File: src/design/rhb_pkg.sv
`default_nettype none
package rhb_pkg;

  localparam int SLOTS  = 16;
  localparam int SLOT_W = (SLOTS > 1) ? $clog2(SLOTS) : 1;

  localparam logic [7:0]  EMPTY_ID    = 8'd24;
  localparam logic [31:0] EMPTY_VALUE = 32'hFFFF_FFFF;

  localparam logic [1:0] OP_PUSH    = 2'd0;
  localparam logic [1:0] OP_REPLACE = 2'd1;
  localparam logic [1:0] OP_POP     = 2'd2;
  localparam logic [1:0] OP_READ    = 2'd3;

  // per-step command for the head of the ring
  typedef struct packed {
    logic clear;
    logic write;
    logic replace;
  } head_cmd_t;

  // work latched at accept, applied while the ring turns once
  typedef struct packed {
    logic              clr_en;
    logic [SLOT_W-1:0] clr_slot;
    logic              wr_en;
    logic [SLOT_W-1:0] wr_slot;
    logic              replace;
    logic              cap_id_en;
    logic              cap_value_en;
    logic [SLOT_W-1:0] cap_slot;
    logic [7:0]        id;
    logic [31:0]       value;
    logic [31:0]       old_value;
  } job_t;

  function automatic logic [SLOT_W-1:0] slot_inc(input logic [SLOT_W-1:0] s);
    return (s == SLOT_W'(SLOTS - 1)) ? '0 : s + SLOT_W'(1);
  endfunction

endpackage
`default_nettype wire

File: src/design/rhb_if.sv
`default_nettype none
interface rhb_req_if;
  logic               valid;
  logic               ready;
  logic [1:0]         op;
  logic [7:0]         id;
  logic signed [31:0] value;
  logic signed [31:0] old_value;
  logic [3:0]         index;

  modport source (output valid, op, id, value, old_value, index, input ready);
  modport sink   (input valid, op, id, value, old_value, index, output ready);
endinterface

interface rhb_rsp_if;
  logic               valid;
  logic               ready;
  logic [7:0]         out_id;
  logic signed [31:0] out_value;
  logic               found;
  logic               was_empty;
  logic               index_error;

  modport source (output valid, out_id, out_value, found, was_empty, index_error,
                  input ready);
  modport sink   (input valid, out_id, out_value, found, was_empty, index_error,
                  output ready);
endinterface
`default_nettype wire

File: src/design/ring_history_buffer_top.sv
`default_nettype none
// channel | dir | payload
// req     | in  | op, id, value, old_value, index
// rsp     | out | out_id, out_value, found, was_empty, index_error
//
// Every request turns the ring of SLOTS cells once after its accept cycle;
// no new request is taken until that turn is over.
// The head cell sees slot k at step k and applies clear, write or replace.
// rst clears pointers and sets every cell to the empty pair at once.
// A new request is taken while a result waits; a stalled rsp holds the
// ring idle at the end of its turn until the result register frees.
module ring_history_buffer_top
  import rhb_pkg::*;
(
  input wire logic clk,
  input wire logic rst,
  rhb_req_if.sink   req,
  rhb_rsp_if.source rsp
);

  localparam logic [1:0] ST_IDLE = 2'd0;
  localparam logic [1:0] ST_RUN  = 2'd1;
  localparam logic [1:0] ST_HOLD = 2'd2;
  localparam int SUM_W = SLOT_W + 5;

  logic [1:0]        state;
  logic [SLOT_W-1:0] step;
  logic [SLOT_W-1:0] oldest;
  logic [SLOT_W-1:0] nxt;
  job_t              job;
  job_t              job_next;

  logic [7:0]  res_id,    res_id_next;
  logic [31:0] res_value, res_value_next;
  logic        res_found, res_found_next;
  logic        res_empty, res_empty_next;
  logic        res_err,   res_err_next;

  logic [7:0]  cell_id    [SLOTS];
  logic [31:0] cell_value [SLOTS];
  logic [7:0]  head_id;
  logic [31:0] head_value;
  logic        match;
  head_cmd_t   cmd;

  logic accept, last, out_free, load_out, shift;
  logic empty, full, idx_err;
  logic [SUM_W-1:0]  rd_sum;
  logic [SLOT_W-1:0] rd_slot;

  assign req.ready = (state == ST_IDLE);
  assign accept    = req.valid && req.ready;
  assign shift     = (state == ST_RUN);
  assign last      = (step == SLOT_W'(SLOTS - 1));
  assign out_free  = !rsp.valid || rsp.ready;
  assign load_out  = ((state == ST_RUN) && last && out_free) ||
                     ((state == ST_HOLD) && out_free);

  assign empty   = (nxt == oldest);
  assign full    = (slot_inc(nxt) == oldest);
  assign idx_err = (SUM_W'(req.index) >= SUM_W'(SLOTS - 1));
  assign rd_sum  = SUM_W'(nxt) + SUM_W'(SLOTS) - SUM_W'(req.index) - SUM_W'(1);
  assign rd_slot = (rd_sum >= SUM_W'(SLOTS)) ? SLOT_W'(rd_sum - SUM_W'(SLOTS))
                                             : SLOT_W'(rd_sum);

  always_comb begin
    job_next              = '0;
    job_next.id           = req.id;
    job_next.value        = req.value;
    job_next.old_value    = req.old_value;
    job_next.clr_slot     = oldest;
    job_next.wr_slot      = nxt;
    job_next.cap_slot     = oldest;
    unique case (req.op)
      OP_PUSH: begin
        job_next.clr_en = full;
        job_next.wr_en  = 1'b1;
      end
      OP_REPLACE: begin
        job_next.replace = 1'b1;
      end
      OP_POP: begin
        job_next.clr_en    = !empty;
        job_next.cap_id_en = !empty;
      end
      OP_READ: begin
        job_next.cap_id_en    = !idx_err;
        job_next.cap_value_en = !idx_err;
        job_next.cap_slot     = rd_slot;
      end
      default: begin
      end
    endcase
  end

  always_ff @(posedge clk) begin
    if (rst) begin
      state  <= ST_IDLE;
      step   <= '0;
      oldest <= '0;
      nxt    <= '0;
    end else begin
      unique case (state)
        ST_IDLE: begin
          if (accept) begin
            state <= ST_RUN;
            step  <= '0;
            if (req.op == OP_PUSH) begin
              nxt <= slot_inc(nxt);
              if (full) begin
                oldest <= slot_inc(oldest);
              end
            end else if (req.op == OP_POP && !empty) begin
              oldest <= slot_inc(oldest);
            end
          end
        end
        ST_RUN: begin
          step <= last ? '0 : step + SLOT_W'(1);
          if (last) begin
            state <= out_free ? ST_IDLE : ST_HOLD;
          end
        end
        ST_HOLD: begin
          if (out_free) begin
            state <= ST_IDLE;
          end
        end
        default: state <= ST_IDLE;
      endcase
    end
  end

  always_ff @(posedge clk) begin
    if (accept) begin
      job <= job_next;
    end
  end

  assign cmd.clear   = job.clr_en && (step == job.clr_slot);
  assign cmd.write   = job.wr_en && (step == job.wr_slot);
  assign cmd.replace = job.replace;

  rhb_head u_head (
    .cmd       (cmd),
    .cur_id    (cell_id[0]),
    .cur_value (cell_value[0]),
    .wr_id     (job.id),
    .wr_value  (job.value),
    .old_value (job.old_value),
    .new_id    (head_id),
    .new_value (head_value),
    .match     (match)
  );

  for (genvar i = 0; i < SLOTS; i++) begin : g_cell
    logic [7:0]  d_id;
    logic [31:0] d_value;
    if (i == SLOTS - 1) begin : g_tail
      assign d_id    = head_id;
      assign d_value = head_value;
    end else begin : g_mid
      assign d_id    = cell_id[i+1];
      assign d_value = cell_value[i+1];
    end
    rhb_cell u_cell (
      .clk     (clk),
      .rst     (rst),
      .shift   (shift),
      .d_id    (d_id),
      .d_value (d_value),
      .q_id    (cell_id[i]),
      .q_value (cell_value[i])
    );
  end

  always_comb begin
    res_id_next    = res_id;
    res_value_next = res_value;
    res_found_next = res_found;
    res_empty_next = res_empty;
    res_err_next   = res_err;
    if (accept) begin
      res_id_next    = EMPTY_ID;
      res_value_next = EMPTY_VALUE;
      res_found_next = 1'b0;
      res_empty_next = (req.op == OP_POP) && empty;
      res_err_next   = (req.op == OP_READ) && idx_err;
    end else if (state == ST_RUN) begin
      if (job.cap_id_en && step == job.cap_slot) begin
        res_id_next = cell_id[0];
      end
      if (job.cap_value_en && step == job.cap_slot) begin
        res_value_next = cell_value[0];
      end
      if (match) begin
        res_found_next = 1'b1;
      end
    end
  end

  always_ff @(posedge clk) begin
    res_id    <= res_id_next;
    res_value <= res_value_next;
    res_found <= res_found_next;
    res_empty <= res_empty_next;
    res_err   <= res_err_next;
  end

  always_ff @(posedge clk) begin
    if (rst) begin
      rsp.valid <= 1'b0;
    end else if (load_out) begin
      rsp.valid <= 1'b1;
    end else if (rsp.ready) begin
      rsp.valid <= 1'b0;
    end
  end

  always_ff @(posedge clk) begin
    if (load_out) begin
      rsp.out_id      <= res_id_next;
      rsp.out_value   <= res_value_next;
      rsp.found       <= res_found_next;
      rsp.was_empty   <= res_empty_next;
      rsp.index_error <= res_err_next;
    end
  end

`ifndef SYNTHESIS
  a_accept_starts_turn: assert property (@(posedge clk) disable iff (rst)
    accept |=> (state == ST_RUN) && (step == '0))
    else $error("request accept did not start a ring turn");

  a_turn_runs_through: assert property (@(posedge clk) disable iff (rst)
    (state == ST_RUN) && !last |=> (state == ST_RUN))
    else $error("ring turn ended early");

  a_ptr_range: assert property (@(posedge clk) disable iff (rst)
    (SUM_W'(oldest) < SUM_W'(SLOTS)) && (SUM_W'(nxt) < SUM_W'(SLOTS)))
    else $error("ring pointer out of range");

  a_no_clobber: assert property (@(posedge clk) disable iff (rst)
    rsp.valid && !rsp.ready |-> !load_out)
    else $error("result register overwritten while stalled");
`endif

endmodule
`default_nettype wire

File: src/design/rhb_cell.sv
`default_nettype none
module rhb_cell
  import rhb_pkg::*;
(
  input  wire logic        clk,
  input  wire logic        rst,
  input  wire logic        shift,
  input  wire logic [7:0]  d_id,
  input  wire logic [31:0] d_value,
  output logic      [7:0]  q_id,
  output logic      [31:0] q_value
);

  always_ff @(posedge clk) begin
    if (rst) begin
      q_id    <= EMPTY_ID;
      q_value <= EMPTY_VALUE;
    end else if (shift) begin
      q_id    <= d_id;
      q_value <= d_value;
    end
  end

endmodule
`default_nettype wire

File: src/design/rhb_head.sv
`default_nettype none
module rhb_head
  import rhb_pkg::*;
(
  input  wire head_cmd_t   cmd,
  input  wire logic [7:0]  cur_id,
  input  wire logic [31:0] cur_value,
  input  wire logic [7:0]  wr_id,
  input  wire logic [31:0] wr_value,
  input  wire logic [31:0] old_value,
  output logic      [7:0]  new_id,
  output logic      [31:0] new_value,
  output logic             match
);

  assign match = cmd.replace && (cur_value == old_value);

  always_comb begin
    new_id    = cur_id;
    new_value = cur_value;
    if (cmd.write) begin
      new_id    = wr_id;
      new_value = wr_value;
    end else if (cmd.clear) begin
      new_id    = EMPTY_ID;
      new_value = EMPTY_VALUE;
    end else if (match) begin
      new_value = wr_value;
    end
  end

endmodule
`default_nettype wire
File: src/flat_wrapper.sv
// flat-port wrapper written by rule: the top's interface ports become plain ports
module ring_history_buffer_top_flat import rhb_pkg::*;
  (clk, rst, req_valid, req_op, req_id, req_value, req_old_value, req_index, req_ready, rsp_valid, rsp_out_id, rsp_out_value, rsp_found, rsp_was_empty, rsp_index_error, rsp_ready);
  rhb_req_if req_i ();
  rhb_rsp_if rsp_i ();
  input wire logic clk;
  input wire logic rst;
  input wire logic [$bits(req_i.valid)-1:0] req_valid;
  input wire logic [$bits(req_i.op)-1:0] req_op;
  input wire logic [$bits(req_i.id)-1:0] req_id;
  input wire logic [$bits(req_i.value)-1:0] req_value;
  input wire logic [$bits(req_i.old_value)-1:0] req_old_value;
  input wire logic [$bits(req_i.index)-1:0] req_index;
  output wire logic [$bits(req_i.ready)-1:0] req_ready;
  output wire logic [$bits(rsp_i.valid)-1:0] rsp_valid;
  output wire logic [$bits(rsp_i.out_id)-1:0] rsp_out_id;
  output wire logic [$bits(rsp_i.out_value)-1:0] rsp_out_value;
  output wire logic [$bits(rsp_i.found)-1:0] rsp_found;
  output wire logic [$bits(rsp_i.was_empty)-1:0] rsp_was_empty;
  output wire logic [$bits(rsp_i.index_error)-1:0] rsp_index_error;
  input wire logic [$bits(rsp_i.ready)-1:0] rsp_ready;
  assign req_i.valid = req_valid;
  assign req_i.op = req_op;
  assign req_i.id = req_id;
  assign req_i.value = req_value;
  assign req_i.old_value = req_old_value;
  assign req_i.index = req_index;
  assign req_ready = req_i.ready;
  assign rsp_valid = rsp_i.valid;
  assign rsp_out_id = rsp_i.out_id;
  assign rsp_out_value = rsp_i.out_value;
  assign rsp_found = rsp_i.found;
  assign rsp_was_empty = rsp_i.was_empty;
  assign rsp_index_error = rsp_i.index_error;
  assign rsp_i.ready = rsp_ready;
  ring_history_buffer_top u_core (.clk(clk), .rst(rst), .req(req_i), .rsp(rsp_i));
endmodule
File: config.mk
export PLATFORM = sky130hd
export DESIGN_NAME = ring_history_buffer_top_flat
export DESIGN_NICKNAME = d
export VERILOG_FILES = /design/src/design/rhb_pkg.sv /design/src/design/rhb_if.sv /design/src/design/ring_history_buffer_top.sv /design/src/design/rhb_cell.sv /design/src/design/rhb_head.sv /design/src/flat_wrapper.sv
export SDC_FILE = /design/constraint.sdc
export NUM_CORES = 2
export LEC_CHECK = 0
export BUFFER_PORTS_ARGS = -buffer_cell sky130_fd_sc_hd__clkbuf_2
export CAP_MARGIN = 20
export CORE_UTILIZATION = 57
export CTS_BUF_LIST = sky130_fd_sc_hd__clkbuf_8
export CTS_CLUSTER_SIZE = 40
export DETAILED_ROUTE_END_ITERATION = 8
export GPL_TIMING_DRIVEN = 0
export PLACE_DENSITY = 0.74
export SYNTH_ARGS = -nofsm -noshare
export SYNTH_HDL_FRONTEND = slang
export SYNTH_SLANG_ARGS = --single-unit
File: constraint.sdc
create_clock -name clk -period 8.6 [get_ports clk]
set_clock_uncertainty 0.05 [all_clocks]
set_input_delay 0.86 -clock clk [delete_from_list [all_inputs] [get_ports clk]]
set_output_delay 0.86 -clock clk [all_outputs]
set_load 0.01 [all_outputs]
Word level (Yosys, flattened, before mapping)
Cells that the tools add are included.
- flip-flop bits (word level): 830
- input port bits: 82
- output and inout port bits: 45
- logic and storage cells: 148
- add/subtract/negate cells: 7
- $lt $le $gt $ge: 2
- equality and inequality tests: 18
- multiplexer cells: 37
- reduce and logical (&&, ||, !) cells: 26
- operator list (operator ; number):
    32-bit 2-to-1 mux ; 6
    8-bit 2-to-1 mux ; 5
    4-bit 2-to-1 mux ; 9
    32-bit == test ; 1
    4-bit == test ; 5
    4-bit by 1-bit adder with 4-bit output (second input constant) ; 3
    4-bit == test (second input constant) ; 3
    1-bit logical AND ; 12
    9-bit by 5-bit greater-or-equal comparator with 1-bit output (second input constant) ; 1
    1-bit 2-to-1 mux ; 9
    9-bit by 1-bit subtractor with 9-bit output (second input constant) ; 1
    9-bit by 4-bit subtractor with 9-bit output ; 1
    2-bit 2-to-1 mux ; 4
    4-bit one-hot mux with 2 select lines ; 1
    4-bit by 5-bit adder with 6-bit output (second input constant) ; 1
    2-bit == test (second input constant) ; 3
    2-bit by 1-bit inequality test with 1-bit output (second input constant) ; 3
    2-bit one-hot mux with 3 select lines ; 1
    3-bit AND reduction ; 2
    2-bit nonzero test ; 3
    2-bit by 1-bit == test with 1-bit output (second input constant) ; 2
    4-bit greater-or-equal comparator (second input constant) ; 1
    2-bit zero test ; 2
    1-bit one-hot mux with 2 select lines ; 2
    6 further kinds ; 9

Depth between registers and ports, before layout
- word-level depth: 6
- mapped depth: 9
- gate-level depth less buffers: 7

Hierarchy
Synthesis repeated with hierarchy kept, for this count alone.
- cell total of the unflattened synthesis: 2822
- area total of the unflattened synthesis: 32289.7 um^2
- by module, submodules not included (module ; times used ; cells each ; area an instance (um^2) ; sequential area each (um^2)):
    rhb_cell ; 16 ; 132 ; 1496.4 ; 800.8
    ring_history_buffer_top ; 1 ; 460 ; 6695.2 ; 5124.9
    rhb_head ; 1 ; 250 ; 1651.6 ; 0.0

Worst setup path after synthesis
Ideal clock, no wire load.
- path kind: input -> register
- start: in req_valid
- end: reg u_core.rsp.was_empty (data pin)
- library setup time: 276 ps
- data arrival time: 3528 ps
- data required time: 8274 ps
- slack: 4745 ps
- stages on the path: 4
- path buffers: 0
- cell sequence: nand2_1 -> clkinv_1 -> nand3b_1 -> o21ai_0
- word-level cells in the longest chain between the ends: 2
- RTL lines (item ; line ; RTL):
    start, declared ; flat_wrapper.sv:8 ; input wire logic [$bits(req_i.valid)-1:0] req_valid;
    1-bit logical AND ; ring_history_buffer_top.sv:52 ; assign accept = req.valid && req.ready;
    named net u_core.accept ; ring_history_buffer_top.sv:46 ; logic accept, last, out_free, load_out, shift;
    1-bit 2-to-1 mux ; ring_history_buffer_top.sv:183 ; if (accept) begin
    named net u_core.res_empty_next ; ring_history_buffer_top.sv:36 ; logic res_empty, res_empty_next;
    end signal, assigned ; ring_history_buffer_top.sv:225 ; rsp.was_empty <= res_empty_next;
    end, declared ; rhb_if.sv:24 ; modport source (output valid, out_id, out_value, found, was_empty, index_error,
The timed path passes the listed nets, and every way through them passes these cells.
A chain may end at the register's enable or synchronous reset.

Worst setup path after layout
- start: reg u_core.g_cell[0].u_cell.q_value[11]
- end: reg u_core.rsp.found (data pin)
- word-level cells in the longest chain between the ends: 5
- RTL lines (item ; line ; RTL):
    start, declared ; rhb_cell.sv:11 ; output logic [31:0] q_value
    start signal, assigned ; rhb_cell.sv:20 ; q_value <= d_value;
    32-bit == test ; rhb_head.sv:16 ; assign match = cmd.replace && (cur_value == old_value);
    1-bit logical AND ; rhb_head.sv:16 ;
    1-bit 2-to-1 mux ; ring_history_buffer_top.sv:196 ; if (match) begin
    1-bit 2-to-1 mux ; ring_history_buffer_top.sv:189 ; end else if (state == ST_RUN) begin
    1-bit 2-to-1 mux ; ring_history_buffer_top.sv:183 ;
    named net u_core.res_found_next ; ring_history_buffer_top.sv:35 ; logic res_found, res_found_next;
    end signal, assigned ; ring_history_buffer_top.sv:224 ; rsp.found <= res_found_next;
    end, declared ; rhb_if.sv:24 ;
The timed path passes the listed nets, and every way through them passes these cells.

==> impl_results.md <==
* Post-synthesis async set-or-reset flop share at 0%
* Worst vdd ir at 0.0001465 V
* First-pass iteration count of the detailed router at 6
* Yosys warns at 0
* Crit path time final at 3.275 ns
* Overall die height at 230.5 um
* # nets final at 3781
* Mean Syn Cell Area at 8.675 um2
* R2R Path Start: u_core.g_cell[0].u_cell.q_value[11]
* Mapped Cells at 3430
* GRT Overall Usage at 27.02%
* Placed Cells at 4237
* Worst reg-to-reg setup slack at 5.32 ns
* Number of global-route vias before repair at 21990
* Prevailing post-synth register cell: dfxtp_1
* First-pass GRT wire length at 113.1 mm
* Crit share post-route at 38.08%
* Hpwl dp at 49.66 mm
* CP max FO at 10
* PostCTS Resize Cnt at 0
* Crit path to: u_core.rsp.found
* Post-synthesis xor/xnor area fraction at 1.665%
* Setup violators final at 0
* EDFF count, synth at 132
* Final hold vios at 0
* Die area at 53120 um2
* Synth cell types at 52
* Critical Path AT at 3.79 ns
* Register area share after synthesis at 60.29%
* Type of the worst setup path: reg2reg
* Post-synthesis mux area share at 0.4500%
* Post-synthesis compound-gate area fraction at 4.045%
* Largest family of logic cells by synthesized area: simple AND/OR/NAND/NOR gates
* Layout area overhead at 13.66%
* Initial antenna violation count at 1
* Vias per inst at 5.282
* Share of post-route cells with drive strength above 1 at 9.180%
* Pin count of the biggest net entering global routing at 98
* Worst-margin pin slew at 1.040 ns
* Clock Latency Late Sink at 0.78 ns
* Antenna Nets Post-Route at 0
* CTS buffer count at 133
* WP data required at 9.12 ns
* Row count at 83
* Syn Std Cell Area at 29750 um2
* Class of the worst hold path: in2reg
* Status: complete, no violations
* Non-Filler Instances at 4472
* DRC at 0
* Root buffer cell: clkbuf_8
* DIE WIDTH at 230.5 um
* Setup crit start kind: flop
* Hold_sp: req_old_value[0]
* Synth Area in Adders at 0.3196%
* Worst-path clk slew at 0.07 ns
* Routed WL at 71.38 mm
* CTS tree: built
* Synth Net Count at 3519
* FF-to-FF End: u_core.rsp.found
* Slew Limit Headroom at 30.39%
* CP Launch Point: u_core.g_cell[0].u_cell.q_value[11]
* Maxcap violations at 0
* H-tree lvl count at 4
* CTS Buffer Depth at 3
* WL/cell at 15.96 um
* CTS sink cnt at 830
* Pleak at 15.00 nW
* Hold_buf cts at 0
* Fmax at 0.3053 GHz
* Initial Util at 57.88%
* Vias post-DR at 23620
* #FFs+latches synth at 830
* Setup TNS at 0 ns
* Fillcell total at 4382
* Pwr per Cell Area at 247.4 nW/um2
* IO Pins at 127
* Post-CTS Setup Bufs at 0
* Total Power at 0.008366 W
* Max-slew violation count at 0
* RSZ-0062 raised after global routing: no
* Hold slack at 0.1991 ns
* CP Capture Type: flop
* Initial DRC Count at 1954
* Worst R2R Path Depth at 7
* IO Port Bufs at 126
* Core area at 51410 um2
* Simple-gate share of the synthesized area at 29.85%
* Global placement routability congestion at 0.9366
* GRT Residual Overflow at 0
-- registers in the layout (all words and copies together) (netlist names), 4 cells and up --
register                      count
u_core.res_id                     8
u_core.nxt                        4
u_core.rsp.out_id                 8
u_core.g_cell.u_cell.q_value    512
u_core.job                       88
u_core.g_cell.u_cell.q_id       128
u_core.rsp.out_value             32
u_core.oldest                     4
u_core.res_value                 32
u_core.step                       4
-- layer usage --
layer  vias to the layer above  share of wire [%]  GRT usage, %
li1                      11890                  -             -
met1                     10910                 44         35.63
met2                       687                 45         42.42
met3                       140                7.7         7.102
met4                         0                2.8         10.58
met5                         -                  0             0
-- logic make-up (layout without fill, tap and decap cells) --
family	count (synthesis)	after routing
buffers and inverters	261	622
AND/OR/NAND/NOR	2099	2099
other	0	1
adder cells (fa/ha/maj)	7	7
multiplexers	13	13
XOR/XNOR	55	55
flip-flops	830	830
AO/OA/AOI/OAI	165	165
-- how the worst min path moves through the flow --
stage	end	cells past startpoint
floorplan	u_core.job[86]	0
global placement	u_core.job[86]	0
detailed placement	u_core.job[86]	0
CTS	u_core.job[64]	1
global route	u_core.job[45]	1
finish	u_core.job[0]	1
-- stage by stage --
stage,setup slack (ns),area [um2],util (%)
6_report,5.325,33820,65.79
5_1_grt,5.250,33820,65.79
4_1_cts,5.308,33810,65.78
3_5_place_dp,5.348,31270,60.83
3_3_place_gp,2.823,31240,60.76
2_1_floorplan,4.745,29750,-
-- synthesized netlist by cell type, drive strengths merged, types with 20 or more instances --
| cell | number | share of area (%) |
|---|---|---|
| nor4b | 32 | 0.94 |
| clkbuf | 231 | 2.9 |
| buf | 22 | 0.37 |
| xnor2 | 20 | 0.59 |
| edfxtp | 132 | 13 |
| a21oi | 101 | 1.7 |
| xor2 | 34 | 1.0 |
| dfxtp | 698 | 47 |
| nor2 | 93 | 1.2 |
| nand2 | 1349 | 17 |
| nor3 | 43 | 0.72 |
| nand3 | 554 | 9.3 |
| a2111oi | 32 | 1.6 |
-- cell type report --
cell class | instances | area (um2) | share of cell area (%)
clock buffers | 162 | 2230 | 6.593
well taps | 680 | 850.8 | 2.516
inverters | 8 | 35.03 | 0.1036
multi-input cells | 2339 | 10820 | 31.99
flip-flops and latches | 830 | 17940 | 53.04
repair buffers | 127 | 650.6 | 1.924
clock inverters | 72 | 317.8 | 0.9398
plain buffers | 253 | 977.2 | 2.890
diodes | 1 | 2.502 | 0.007400
-- where the power goes --
| group | total (W) | switching [W] | internal [W] |
|---|---|---|---|
| clock network | 0.00322 | 0.00150 | 0.00172 |
| logic | 0.000756 | 0.000500 | 0.000256 |
| registers | 0.00439 | 0.000180 | 0.00421 |
| total | 0.00837 | 0.00218 | 0.00619 |
-- cell usage in the layout, fill, tap and decap left out, drive strengths merged, types with 2 or more instances in the layout --
cell	n
a2111oi	32
a21o	2
a21oi	101
a221oi	6
a311oi	2
a31oi	3
and2	2
buf	23
clkbuf	519
clkinv	18
dfxtp	698
edfxtp	132
ha	6
inv	60
mux2	3
mux2i	10
nand2	1349
nand2b	2
nand3	554
nand3b	2
nand4	5
nor2	93
nor2b	4
nor3	43
nor4	7
nor4b	32
o21ai	10
o221ai	2
xnor2	20
xor2	34
-- critical path: stages (launching register included) --
cell	delay (ns)
dfxtp_1	0.53
xor2_1	0.13
nor4_1	0.41
nand4_1	0.25
nor4_2	0.78
clkbuf_1	0.52
a21oi_1	0.16
nor2_1	0.23
Power figures use the tool's default switching activity.
